File: src/hdl/bottle_count_dispense_controller_macros.svh
// assertion macros shared by the bottle count dispense controller
`ifndef BOTTLE_COUNT_DISPENSE_CONTROLLER_MACROS_SVH
`define BOTTLE_COUNT_DISPENSE_CONTROLLER_MACROS_SVH

// same-cycle implication on aclk, off during reset
`define BCD_ASSERT_SAME(label, ante, cons, msg) \
    label: assert property (@(posedge aclk) disable iff (!aresetn) (ante) |-> (cons)) \
        else $error(msg);

// next-cycle implication on aclk, off during reset
`define BCD_ASSERT_NEXT(label, ante, cons, msg) \
    label: assert property (@(posedge aclk) disable iff (!aresetn) (ante) |=> (cons)) \
        else $error(msg);

`endif

File: src/hdl/bcd_pkg.sv
// package with widths, register codes, reset values and shared structs
package bcd_pkg;

    localparam int DIST_W  = 12;
    localparam int TIME_W  = 32;
    localparam int COUNT_W = 16;
    localparam int MPB_W   = 16;
    localparam int CFG_W   = 32;

    typedef enum logic [1:0] {
        REG_THRESHOLD = 2'd0,
        REG_RECOUNT   = 2'd1,
        REG_TIMEOUT   = 2'd2,
        REG_MPB       = 2'd3
    } cfg_index_t;

    localparam logic [DIST_W-1:0] THRESHOLD_RST = DIST_W'(100);
    localparam logic [TIME_W-1:0] RECOUNT_RST   = TIME_W'(1000);
    localparam logic [TIME_W-1:0] TIMEOUT_RST   = TIME_W'(2000);
    localparam logic [MPB_W-1:0]  MPB_RST       = MPB_W'(5000);

    localparam logic [COUNT_W-1:0] COUNT_MAX = {COUNT_W{1'b1}};

    typedef struct packed {
        logic [DIST_W-1:0] threshold_mm;
        logic [TIME_W-1:0] recount_gap_ms;
        logic [TIME_W-1:0] session_timeout_ms;
        logic [MPB_W-1:0]  ms_per_bottle;
    } cfg_t;

    typedef struct packed {
        logic               valve_open;
        logic               object_present;
        logic [COUNT_W-1:0] bottle_count;
        logic               bottle_added;
        logic               session_ended;
        logic               dispense_done;
    } result_t;

    typedef struct packed {
        logic               dispensing;
        logic [COUNT_W-1:0] count;
    } status_t;

endpackage

File: src/hdl/bcd_cfg.sv
// configuration register file
module bcd_cfg (
    input  logic                     aclk,
    input  logic                     aresetn,
    input  logic                     cfg_valid,
    output logic                     cfg_ready,
    input  bcd_pkg::cfg_index_t      cfg_index,
    input  logic [bcd_pkg::CFG_W-1:0] cfg_data,
    output bcd_pkg::cfg_t            cfg
);
    import bcd_pkg::*;

    cfg_t cfg_reg, cfg_next;

    assign cfg_ready = 1'b1;
    assign cfg       = cfg_reg;

    always_comb begin
        cfg_next = cfg_reg;
        if (cfg_valid) begin
            unique case (cfg_index)
                REG_THRESHOLD: cfg_next.threshold_mm       = cfg_data[DIST_W-1:0];
                REG_RECOUNT:   cfg_next.recount_gap_ms     = cfg_data[TIME_W-1:0];
                REG_TIMEOUT:   cfg_next.session_timeout_ms = cfg_data[TIME_W-1:0];
                REG_MPB:       cfg_next.ms_per_bottle      = cfg_data[MPB_W-1:0];
            endcase
        end
    end

    always_ff @(posedge aclk) begin
        if (!aresetn) begin
            cfg_reg.threshold_mm       <= THRESHOLD_RST;
            cfg_reg.recount_gap_ms     <= RECOUNT_RST;
            cfg_reg.session_timeout_ms <= TIMEOUT_RST;
            cfg_reg.ms_per_bottle      <= MPB_RST;
        end else begin
            cfg_reg <= cfg_next;
        end
    end

endmodule

File: src/hdl/bcd_engine.sv
// controller state and per-poll update logic
module bcd_engine (
    input  logic                       aclk,
    input  logic                       aresetn,
    input  logic                       step_en,
    input  bcd_pkg::cfg_t              cfg,
    input  logic [bcd_pkg::DIST_W-1:0] distance_mm,
    input  logic [bcd_pkg::TIME_W-1:0] now_ms,
    output bcd_pkg::result_t           result,
    output bcd_pkg::status_t           status
);
    import bcd_pkg::*;

    logic               present_reg, present_next;
    logic [COUNT_W-1:0] count_reg, count_next;
    logic               session_reg, session_next;
    logic [TIME_W-1:0]  last_stamp_reg, last_stamp_next;
    logic               dispensing_reg, dispensing_next;
    logic [TIME_W-1:0]  start_stamp_reg, start_stamp_next;
    logic [TIME_W-1:0]  length_reg, length_next;

    logic [TIME_W-1:0]  since_start;
    logic [TIME_W-1:0]  since_last;
    logic [TIME_W-1:0]  product;
    logic               added, ended, done;

    assign since_start = now_ms - start_stamp_reg;
    assign since_last  = now_ms - last_stamp_reg;
    assign product     = TIME_W'(count_reg) * TIME_W'(cfg.ms_per_bottle);

    always_comb begin
        present_next     = present_reg;
        count_next       = count_reg;
        session_next     = session_reg;
        last_stamp_next  = last_stamp_reg;
        dispensing_next  = dispensing_reg;
        start_stamp_next = start_stamp_reg;
        length_next      = length_reg;
        added            = 1'b0;
        ended            = 1'b0;
        done             = 1'b0;

        if (dispensing_reg) begin
            if (since_start >= length_reg) begin
                dispensing_next = 1'b0;
                done            = 1'b1;
            end
        end else begin
            if (!present_reg && (distance_mm < cfg.threshold_mm)) begin
                present_next = 1'b1;
            end else if (present_reg && (distance_mm > cfg.threshold_mm)
                         && (since_last > cfg.recount_gap_ms)) begin
                if (count_reg != COUNT_MAX) begin
                    count_next = count_reg + COUNT_W'(1);
                end
                present_next    = 1'b0;
                last_stamp_next = now_ms;
                session_next    = 1'b1;
                added           = 1'b1;
            end
            // a bottle counted now restarts the idle time, so no end this poll
            if (session_reg && !added && (since_last > cfg.session_timeout_ms)) begin
                session_next = 1'b0;
                if (count_reg != '0) begin
                    length_next      = product;
                    count_next       = '0;
                    dispensing_next  = 1'b1;
                    start_stamp_next = now_ms;
                    ended            = 1'b1;
                end
            end
        end

        result.valve_open     = dispensing_next;
        result.object_present = present_next;
        result.bottle_count   = count_next;
        result.bottle_added   = added;
        result.session_ended  = ended;
        result.dispense_done  = done;
    end

    assign status.dispensing = dispensing_reg;
    assign status.count      = count_reg;

    always_ff @(posedge aclk) begin
        if (!aresetn) begin
            present_reg     <= 1'b0;
            count_reg       <= '0;
            session_reg     <= 1'b0;
            last_stamp_reg  <= '0;
            dispensing_reg  <= 1'b0;
            start_stamp_reg <= '0;
            length_reg      <= '0;
        end else if (step_en) begin
            present_reg     <= present_next;
            count_reg       <= count_next;
            session_reg     <= session_next;
            last_stamp_reg  <= last_stamp_next;
            dispensing_reg  <= dispensing_next;
            start_stamp_reg <= start_stamp_next;
            length_reg      <= length_next;
        end
    end

endmodule

File: src/hdl/bottle_count_dispense_controller.sv
// top level of the bottle count dispense controller
// Each s_ beat is one sensor poll (distance in mm and a wrapping ms time stamp)
// and yields exactly one m_ beat, in order. A poll is held in the input
// register, is evaluated against the controller state in a single pass (two
// wrapping 32-bit subtracts with compares and one 16x16 multiply for the
// dispense length), and lands in the result register, which drives m_valid.
// A new poll is taken every cycle, also while a result waits on m_ready,
// until both registers are full. Configuration writes are taken every cycle
// (cfg_ready is always high) and are meant for idle periods only.
`include "bottle_count_dispense_controller_macros.svh"

module bottle_count_dispense_controller (
    input  logic                        aclk,
    input  logic                        aresetn,
    // config write channel
    input  logic                        cfg_valid,
    output logic                        cfg_ready,
    input  bcd_pkg::cfg_index_t         cfg_index,
    input  logic [bcd_pkg::CFG_W-1:0]   cfg_data,
    // poll input channel
    input  logic                        s_valid,
    output logic                        s_ready,
    input  logic [bcd_pkg::DIST_W-1:0]  s_distance_mm,
    input  logic [bcd_pkg::TIME_W-1:0]  s_now_ms,
    // result channel
    output logic                        m_valid,
    input  logic                        m_ready,
    output logic                        m_valve_open,
    output logic                        m_object_present,
    output logic [bcd_pkg::COUNT_W-1:0] m_bottle_count,
    output logic                        m_bottle_added,
    output logic                        m_session_ended,
    output logic                        m_dispense_done
);
    import bcd_pkg::*;

    cfg_t    cfg;
    result_t result;
    status_t status;

    // input register
    logic              in_valid_reg, in_valid_next;
    logic [DIST_W-1:0] dist_reg;
    logic [TIME_W-1:0] now_reg;

    // result register
    logic    m_valid_reg, m_valid_next;
    result_t res_reg;

    logic s_take;   // input beat accepted
    logic advance;  // poll moves from input register into result register

    // the poll advances when the result register is empty or drains this cycle
    assign advance = in_valid_reg && (!m_valid_reg || m_ready);
    // input register frees up when empty or when its poll advances
    assign s_ready = !in_valid_reg || advance;
    assign s_take  = s_valid && s_ready;

    assign in_valid_next = s_take ? 1'b1 : (advance ? 1'b0 : in_valid_reg);
    assign m_valid_next  = advance ? 1'b1 : (m_ready ? 1'b0 : m_valid_reg);

    bcd_cfg u_cfg (
        .aclk      (aclk),
        .aresetn   (aresetn),
        .cfg_valid (cfg_valid),
        .cfg_ready (cfg_ready),
        .cfg_index (cfg_index),
        .cfg_data  (cfg_data),
        .cfg       (cfg)
    );

    // state only moves when the poll is committed to the result register
    bcd_engine u_engine (
        .aclk        (aclk),
        .aresetn     (aresetn),
        .step_en     (advance),
        .cfg         (cfg),
        .distance_mm (dist_reg),
        .now_ms      (now_reg),
        .result      (result),
        .status      (status)
    );

    always_ff @(posedge aclk) begin
        if (!aresetn) begin
            in_valid_reg <= 1'b0;
            m_valid_reg  <= 1'b0;
        end else begin
            in_valid_reg <= in_valid_next;
            m_valid_reg  <= m_valid_next;
        end
    end

    // payload registers, no reset needed
    always_ff @(posedge aclk) begin
        if (s_take) begin
            dist_reg <= s_distance_mm;
            now_reg  <= s_now_ms;
        end
        if (advance) begin
            res_reg <= result;
        end
    end

    assign m_valid          = m_valid_reg;
    assign m_valve_open     = res_reg.valve_open;
    assign m_object_present = res_reg.object_present;
    assign m_bottle_count   = res_reg.bottle_count;
    assign m_bottle_added   = res_reg.bottle_added;
    assign m_session_ended  = res_reg.session_ended;
    assign m_dispense_done  = res_reg.dispense_done;

    // session end must leave the valve open and the count cleared
    `BCD_ASSERT_NEXT(a_end_starts_dispense, advance && result.session_ended, status.dispensing && (status.count == '0), "session end did not start dispensing")
    // finished dispensing must close the valve
    `BCD_ASSERT_NEXT(a_done_closes_valve, advance && result.dispense_done, !status.dispensing, "dispense done left valve open")
    // polls during dispensing leave the count alone
    `BCD_ASSERT_NEXT(a_dispense_holds_count, advance && status.dispensing, $stable(status.count), "count changed while dispensing")
    // both registers full and output stalled: no new poll may be taken
    `BCD_ASSERT_SAME(a_full_blocks_input, in_valid_reg && m_valid_reg && !m_ready, !s_ready, "input taken while pipeline full")

endmodule

File: config.mk
export PLATFORM = sky130hd
export DESIGN_NAME = bottle_count_dispense_controller
export DESIGN_NICKNAME = d
export VERILOG_FILES = /design/src/hdl/bcd_pkg.sv /design/src/hdl/bcd_cfg.sv /design/src/hdl/bcd_engine.sv /design/src/hdl/bottle_count_dispense_controller.sv
export VERILOG_INCLUDE_DIRS = /design/src /design/src/hdl
export SDC_FILE = /design/constraint.sdc
export NUM_CORES = 1
export LEC_CHECK = 0
export BUFFER_PORTS_ARGS = -buffer_cell sky130_fd_sc_hd__buf_4
export CORE_UTILIZATION = 30
export CTS_BUF_LIST = sky130_fd_sc_hd__clkbuf_8
export CTS_CLUSTER_DIAMETER = 50
export CTS_CLUSTER_SIZE = 20
export DETAILED_ROUTE_END_ITERATION = 8
export RECOVER_POWER = 100
export SYNTH_ARGS = -nofsm -noshare
export SYNTH_HDL_FRONTEND = slang
export SYNTH_SLANG_ARGS = --single-unit
File: constraint.sdc
create_clock -name aclk -period 8.6 [get_ports aclk]
set_input_delay 0.43 -clock aclk [delete_from_list [all_inputs] [get_ports aclk]]
set_output_delay 0.43 -clock aclk [all_outputs]
set_load 0.02 [all_outputs]
==> results of run 1 <==
-- layer usage --
metal  vias to the layer above  global-route usage (%)  routed length [µm]
li1                       9581                       -                   -
met1                      9293                    21.3               29700
met2                       389                    26.8               30600
met3                       105                    2.20                2950
met4                         0                    5.86                2050
met5                         -                       0                   0
-- worst max-delay path: stages (launching register included) --
cell,delay [ps]
dfxtp_1,850
clkbuf_1,370
nand2_1,130
fa_1,540
fa_1,550
inv_1,50
fa_1,490
fa_1,460
fa_1,510
inv_1,50
fa_1,470
inv_1,40
ha_1,350
o21ai_0,240
a21boi_0,190
o21a_1,240
o21a_1,210
a311oi_1,480
nor3b_1,140
a211oi_2,230
xnor2_1,140
a21oi_1,80
-- cell type report --
| class | instances | area, µm² |
|---|---|---|
| diodes | 1 | 2.50 |
| clock buffers | 38 | 523 |
| clock inverters | 32 | 313 |
| fillers | 8352 | 53000 |
| inverters | 417 | 1570 |
| multi-input cells | 2040 | 16200 |
| flip-flops and latches | 274 | 6140 |
| well taps | 1060 | 1330 |
| repair buffers | 173 | 1290 |
-- timing repair --
| item | CTS | global route |
|---|---|---|
| endpoints found under the hold margin | 50 | 0 |
| buffers inserted | 0 | 0 |
| resized for setup | 0 | 0 |
| hold buffers | 50 | 0 |
-- cell families after synthesis --
group	Yosys count	share of synthesized area (%)
AOI/OAI and AO/OA	534	14.1
xor gates and xnor gates	90	3.24
adders and majority gates	472	30.4
buffers and inverters	532	8.29
DFF	274	25.2
muxes	38	1.58
other	1	0.0154
and+or+nand+nor	905	17.2
-- worst min-delay path by stage --
stage / endpoint / start / slack, ps
3_5_place_dp: u_engine.length_reg[12] / u_engine.length_reg[12] / 450
3_3_place_gp: u_cfg.cfg[72] / u_cfg.cfg[72] / 440
5_1_grt: u_cfg.cfg[70] / cfg_data[22] / 20
2_1_floorplan: u_engine.length_reg[15] / u_engine.length_reg[15] / 430
4_1_cts: u_cfg.cfg[70] / cfg_data[22] / 0.1
6_report: u_cfg.cfg[66] / cfg_data[18] / 50
-- placed cells by master, fill, tap and decap left out, types with 16 or more instances in the layout --
cell type,netlist,layout
xor2_1,25,25
a21o_1,58,58
nor3_1,20,20
and3_1,20,20
ha_1,276,276
fa_1,196,196
o211ai_1,32,33
nand3_1,41,41
clkbuf_4,0,38
a21oi_1,249,250
clkbuf_8,0,38
dlygate4sd3_1,0,50
mux2i_1,35,35
inv_1,415,415
edfxtp_1,65,65
o21a_1,16,16
and2_1,139,137
nor2_1,119,116
buf_4,1,46
a31oi_1,22,22
dfxtp_1,209,209
o21ai_0,51,52
xnor2_1,65,65
nand2_1,467,467
nand4_1,22,22
clkbuf_1,99,38
-- power by group through the flow --
stage / Combinational [mW] / Sequential, mW / Clock (mW)
6_report: 0.507 / 1.40 / 1.14
5_1_grt: 0.569 / 1.40 / 1.23
4_1_cts: 0.517 / 1.40 / 1.18
3_5_place_dp: 0.496 / 1.43 / 0
3_3_place_gp: 0.492 / 1.43 / 0
2_1_floorplan: 0.339 / 1.40 / 0
-- metrics by stage --
step / setup slack (ps) / util [%] / hold WS [ps]
2_1_floorplan: 2520 / - / 432
3_3_place_gp: 1890 / 32.6 / 444
3_5_place_dp: 1850 / 32.6 / 445
4_1_cts: 1860 / 34.2 / 0.103
5_1_grt: 1110 / 34.0 / 17.1
6_report: 1650 / 34.0 / 48.8
==> impl_results.md, run 1 <==
- Outcome: complete, but fails checks
- Violations in the final reports: max-capacitance violations, max-slew violations
- Psw: 0.999 mW
- Synthesized net count: about 3,400
- FFs w/ async S/R, synth: 0%
- First-pass DRT Iterations: 5
- Clock slew at reported path FFs: approximately 100 ps
- Max FFs per register: just over 90
- Clock power frac: between 30% and 40%
- Yosys top cell area share: around 17%
- CP startpoint kind: flop
- LEAKAGE: around 12 nW
- Worst Hold Class: in -> reg
- Number of synthesized flops with an enable pin: 65
- Tcrit/Tclk final: between 80% and 90%
- Die Ht: between 200 and 300 µm
- Hold Path Stages: 3
- CP startpoint: u_engine.count_reg[14]
- Design Power: roughly 3.0 mW
- Register-to-Register Setup Slack: ~1600 ps
- Minimum clock period: just under 7000 ps
- Hold Violations, Final: 0
- Top Ports: about 110
- CP arrival: ~7500 ps
- Total negative setup slack: 0 ps
- First-pass GRT wire length: about 110,000 µm
- DRC: 0
- Final std cells w/o fill: 4,035
- RSZ-0062 raised after global routing: no
- H-tree Lvls: 2
- Slew at the pin closest to its max-slew limit: 3440 ps
- Remaining global-route overflow: 0
- Worst Skew: 49.2 ps
- Routed WL per cell: 16.2 µm
- Setup crit end kind: flop
- Root Driver: clkbuf_8
- Switching Share: between 30% and 40%
- Max-cap violations: 6
- TritonCTS buffer count: 38
- Design area: around 27,000 µm²
- GRT Util Overall: about 16%
- DP Area: roughly 26,000 µm²
- Largest net degree at the start of global routing: 81
- Flop pwr share: roughly 46%
- Post-synthesis cell area: roughly 24,000 µm²
- Share of synthesized area occupied by flip-flops and latches: 25.2%
- Post-DP HPWL: 49,900 µm
- Final WL: 65,300 µm
- Yosys warnings: 0
- Area growth syn-to-layout: 12.4%
- Comb power frac: 16.7%
- Synth Area per Inst: 8.54 µm²
- Worst Path Max Fanout: 17
- Final net count: approximately 3,500
- Most frequent cell after synthesis: nand2_1
- Sink Count: 274
- Yosys cell types: 85
- Pwr dens: approximately 110 nW/µm²
- WS Path Type: reg -> reg
- Initial core utilization: about 30%
- Share of layout cells above drive strength 1: roughly 6.5%
- Internal Power: roughly 2.0 mW
- Worst Setup EP: u_engine.length_reg[31]
- Max rail drop VDD: 0.140 mV
- GP Congestion: about 0.87
- Dpl cells: between 3,000 and 4,000
- Cells after synthesis: between 2,000 and 3,000
- Max Transition Viols Final: approximately 260
- DRT iter0 DRCs: ~960
- RR Endpoint: u_engine.length_reg[31]
- Initial antenna violation count: 1
- Worst Path Required: just over 9000 ps
- Largest area contributor in the netlist: dfxtp_1
- Top cells by area, synth: dfxtp_1 17%, fa_1 16%, ha_1 14%
- Full die area: roughly 82,000 µm²
- Floorplan row count: between 100 and 150
- Commonest cells post-synth: 467 x nand2_1, 415 x inv_1, 276 x ha_1, 249 x a21oi_1, 209 x dfxtp_1
- RR Startpoint: u_engine.count_reg[14]
- Top FF cell, synth: dfxtp_1
- DRT antenna net count: 0
- Final setup viols: 0
- Max clock buf depth: 3
- Width of the die: 287 µm
- Clk_lat worst skew: about 650 ps
- TritonCTS clock tree: yes
- Slew Limit Headroom: -130%
- Vias in the first global route: 19,400
- DR vias/cell: roughly 4.8
- Core Area: roughly 80,000 µm²
- Vias: 19,400
- Fmax: about 0.14 GHz
- Reg2Reg Depth: 21
- I/O Buffers: 105
- Synth Register Bits: approximately 270
Power figures use the tool's default switching activity.
==> run 2, diff against run 1 <==
--- a/config.mk
+++ b/config.mk
@@ -6,6 +6,7 @@
 export SDC_FILE = /design/constraint.sdc
 export NUM_CORES = 1
 export LEC_CHECK = 0
+export ABC_AREA = 1
 export BUFFER_PORTS_ARGS = -buffer_cell sky130_fd_sc_hd__buf_4
 export CORE_UTILIZATION = 30
 export CTS_BUF_LIST = sky130_fd_sc_hd__clkbuf_8
==> constraint.sdc (replaced) <==
create_clock -name aclk -period 6.6 [get_ports aclk]
set_input_delay 0.33 -clock aclk [delete_from_list [all_inputs] [get_ports aclk]]
set_output_delay 0.33 -clock aclk [all_outputs]
set_load 0.02 [all_outputs]
==> run 2 against run 1 <==
The flow still finishes with violations (max-capacitance violations, max-slew violations). Power rose by 59%. Count of clock-buffer cells in the layout shrank 1. Worst hold slack lost 6.7 ps. Critical path depth fell by 1. Clock power is 34% higher. Global-route usage about the same. First-iteration DRC count rose by 27%. Non-clock buffer count increased by 45. Via count is 11% higher. Die area grew 4.6%. Sequential share of layout area down 1.2 points. Critical path type unchanged. Critical endpoint is now u_engine.length_reg[28]. Largest power group unchanged. Highest routed layer unchanged.
==> impl_results.md, run 2 <==
- Outcome: complete, but fails checks
- Violations in the final reports: max-capacitance violations, max-slew violations
- Worst Skew: 69.4 ps (+20.2 ps)
- CP arrival: 6680 ps (-770 ps)
- Internal Power: 3.05 mW (+49%)
- Area growth syn-to-layout: 13.3%
- Clock slew at reported path FFs: 90 ps (about the same)
- Most frequent cells in the layout: 697 x nand2_1, 675 x inv_1, 278 x nor2_1, 276 x ha_1, 265 x a21oi_1
- CP startpoint kind: flop
- TritonCTS buffer count: 35 (-7.9%)
- Yosys top cell area share: 16.5% (-0.76 points)
- Post-synthesis cell area: 25,400 µm² (+4.6%)
- DP Area: 27,400 µm² (+4.8%)
- Setup slack after layout: 441 ps (-1210 ps)
- Remaining global-route overflow: 0 (unchanged)
- Compound-gate portion of the synthesized area: 12.6% (-1.5 points)
- Comb power frac: 29.9% (+13 points)
- Switching Share: 37.1% (+4.2 points)
- Total negative setup slack: 0 ps (unchanged)
- Routed WL per cell: 14.7 µm (-9.2%)
- Design area: 28,800 µm² (+5.4%)
- DRT antenna net count: 0 (unchanged)
- Synth Register Bits: 274 (unchanged)
- XOR/XNOR Fraction of Synth Area: 3.27% (+0.030 points)
- Post-Synth Simple-Gate Area: 18.8% (+1.6 points)
- Top Ports: 107 (unchanged)
- Main combinational cell family by area after synthesis: adder cells
- Most used cell, CP: fa_1
- Vias in the first global route: 21,300 (+10%)
- Max FFs per register: 92 (unchanged)
- Post-DP HPWL: 53,900 µm (+7.9%)
- Largest area contributor in the netlist: dfxtp_1
- H-tree Lvls: 2 (unchanged)
- Initial antenna violation count: 3 (+2)
- Critical Path, Cell by Cell: nand2_1 -> fa_1 -> inv_1 -> fa_1 -> inv_1 -> fa_1 -> inv_1 -> fa_1 -> fa_1 -> inv_1 -> fa_1 -> inv_1 -> ha_1 -> nand2_1 -> o21ai_0 -> a21oi_1 -> o211ai_1 -> xor2_1 -> nor2_1 -> nor2_1
- Root Driver: clkbuf_8
- Mux cell area share after synthesis: 0% (-1.6 points)
- Flop pwr share: 38.6% (-7.3 points)
- # resized after CTS: 0 (unchanged)
- Floorplan row count: 106 (+1.9%)
- Final net count: 4,083 (+17%)
- Width of the die: 293 µm (+2.3%)
- Vias: 21,500 (+11%)
- Max Transition Viols Final: 341 (+32%)
- Clk_lat worst skew: 640 ps (about the same)
- Yosys cell types: 51 (-40%)
- DRC: 0 (unchanged)
- Hold slack: 42.1 ps (-6.74 ps)
- Full die area: 85,900 µm² (+4.6%)
- Share of synthesized area occupied by flip-flops and latches: 24.1% (-1.1 points)
- I/O Buffers: 105 (unchanged)
- DP Worst Slack: 548 ps (-1300 ps)
- Number of synthesized flops with an enable pin: 65 (unchanged)
- Sink Count: 274 (unchanged)
- Worst Path Required: 7120 ps (-1980 ps)
- Clock power frac: 31.5% (-5.9 points)
- Initial core utilization: 30.4% (+0.11 points)
- GP Congestion: 0.921 (+5.5%)
- Synth Area per Inst: 7.46 µm² (-13%)
- DRT iter0 DRCs: 1,215 (+27%)
- Max clock buf depth: 3 (unchanged)
- Design Power: 4.84 mW (+59%)
- Worst Path Max Fanout: 22 (+5)
- Pwr dens: 168 nW/µm² (+51%)
- First-pass DRT Iterations: 5 (unchanged)
- Max stage delay on crit path: 1000 ps (+150 ps)
- Commonest cells post-synth: 696 x nand2_1, 674 x inv_1, 277 x nor2_1, 276 x ha_1, 265 x a21oi_1
- Core Area: 83,700 µm² (+4.2%)
- GRT Util Overall: 16.2% (about the same)
- Final setup viols: 0 (unchanged)
- Synthesized net count: 3,962 (+16%)
- LEAKAGE: 14.1 nW (+22%)
- Max rail drop VDD: 0.122 mV (-13%)
- Tcrit/Tclk final: 93.3% (+12 points)
- FFs w/ async S/R, synth: 0% (unchanged)
- Cells after synthesis: 3,407 (+20%)
- Final std cells w/o fill: 4,691 (+16%)
- Leading cell type in the layout, fill and taps excluded: nand2_1
- Setup crit end kind: flop
- DR vias/cell: 4.59 (-4.3%)
- Max-cap violations: 6 (unchanged)
- Worst Hold Class: in -> reg
- Largest net degree at the start of global routing: 84 (+3.7%)
- Slew at the pin closest to its max-slew limit: 3590 ps (+143 ps)
- Top FF cell, synth: dfxtp_1
- WS Path Type: reg -> reg
- Dpl cells: 4,552 (+16%)
- Die Ht: 293 µm (+2.3%)
- Yosys warnings: 0 (unchanged)
- Fraction of the mapped netlist area in adder cells: 29.0% (-1.3 points)
- Hold Violations, Final: 0 (unchanged)
- Psw: 1.80 mW (+80%)
- Slew Limit Headroom: -139% (-9.6 points)
- Minimum clock period: 6160 ps (-792 ps)
- Final WL: 68,900 µm (+5.6%)
- TritonCTS clock tree: yes
- Critical-path top delay cell: dfxtp_1
- RSZ-0062 raised after global routing: no
- Most frequent cell after synthesis: nand2_1
- Top cells by area, synth: dfxtp_1 16%, fa_1 15%, ha_1 14%
- Fin util: 34.4% (+0.39 points)
- First-pass GRT wire length: 112,000 µm (+6.5%)
- Fmax: 0.162 GHz (+13%)
- Share of layout cells above drive strength 1: 5.18% (-1.3 points)
## run 2: cell types whose count changed after synthesis, moves of 39 or more
cell,delta
inv_1,+259
and2_1,-136
o21ai_0,+146
o21ai_1,+39
nand2_1,+229
nand3_1,+67
a21o_1,-40
nor2_1,+158
xor2_1,+40
## run 2: layout make-up
cell class                      instances  area, µm²
Antenna cell                            2       5.00
Clock buffer                           37        509
Clock inverter                         27        328
Fill cell                            8901      54900
Inverter                              677       2540
Multi-Input combinational cell       2322      16200
Sequential cell                       274       6140
Tap cell                             1134       1420
Timing Repair Buffer                  218       1700
## run 2: logic make-up after synthesis
group	Yosys count
and+or+nand+nor	1164
xor gates and xnor gates	95
DFF	274
other	1
AOI/OAI and AO/OA	590
buffers and inverters	811
adders and majority gates	472
## run 2: repair_timing
action,in CTS,in global routing
hold buffers,73,0
setup buffers,0,0
hold endpoints to repair,97,0
setup endpoints to repair,0,0
## run 2: power groups by stage
stage | logic [mW] | registers, mW | clock network (mW)
2_1_floorplan | 1.04 | 1.86 | 0
3_3_place_gp | 1.41 | 1.90 | 0
3_5_place_dp | 1.43 | 1.91 | 0
4_1_cts | 1.47 | 1.87 | 1.58
5_1_grt | 1.66 | 1.88 | 1.63
6_report | 1.45 | 1.87 | 1.53
## run 2: path summary, 6_finish.rpt
path | start | endpoint | slack, ps | cells past startpoint
worst max-delay path | u_engine.count_reg[5] | u_engine.length_reg[28] | 440 | 20
worst min-delay path | cfg_data[10] | u_cfg.cfg[26] | 40 | 3
worst max register to register | u_engine.count_reg[5] | u_engine.length_reg[28] | 440 | 20
worst min register to register | u_cfg.cfg[33] | u_cfg.cfg[33] | 460 | 2
## run 2: metal layers
| layer | wire length (µm) | GRT usage (%) |
|---|---|---|
| met4 | 2170 | 5.49 |
| met3 | 3350 | 2.14 |
| met1 | 31200 | 21.1 |
| met2 | 32200 | 27.4 |
| met5 | 0 | 0 |
## run 2: worst max-delay path, delay by kind of cell (launching register included)
kind,cells,cell delay (ps)
AO/OA/AOI/OAI,3,890
buffers and inverters,5,240
adder cells (fa/ha/maj),7,3310
AND/OR/NAND/NOR,4,440
XOR/XNOR,1,170
flip-flops,1,1000
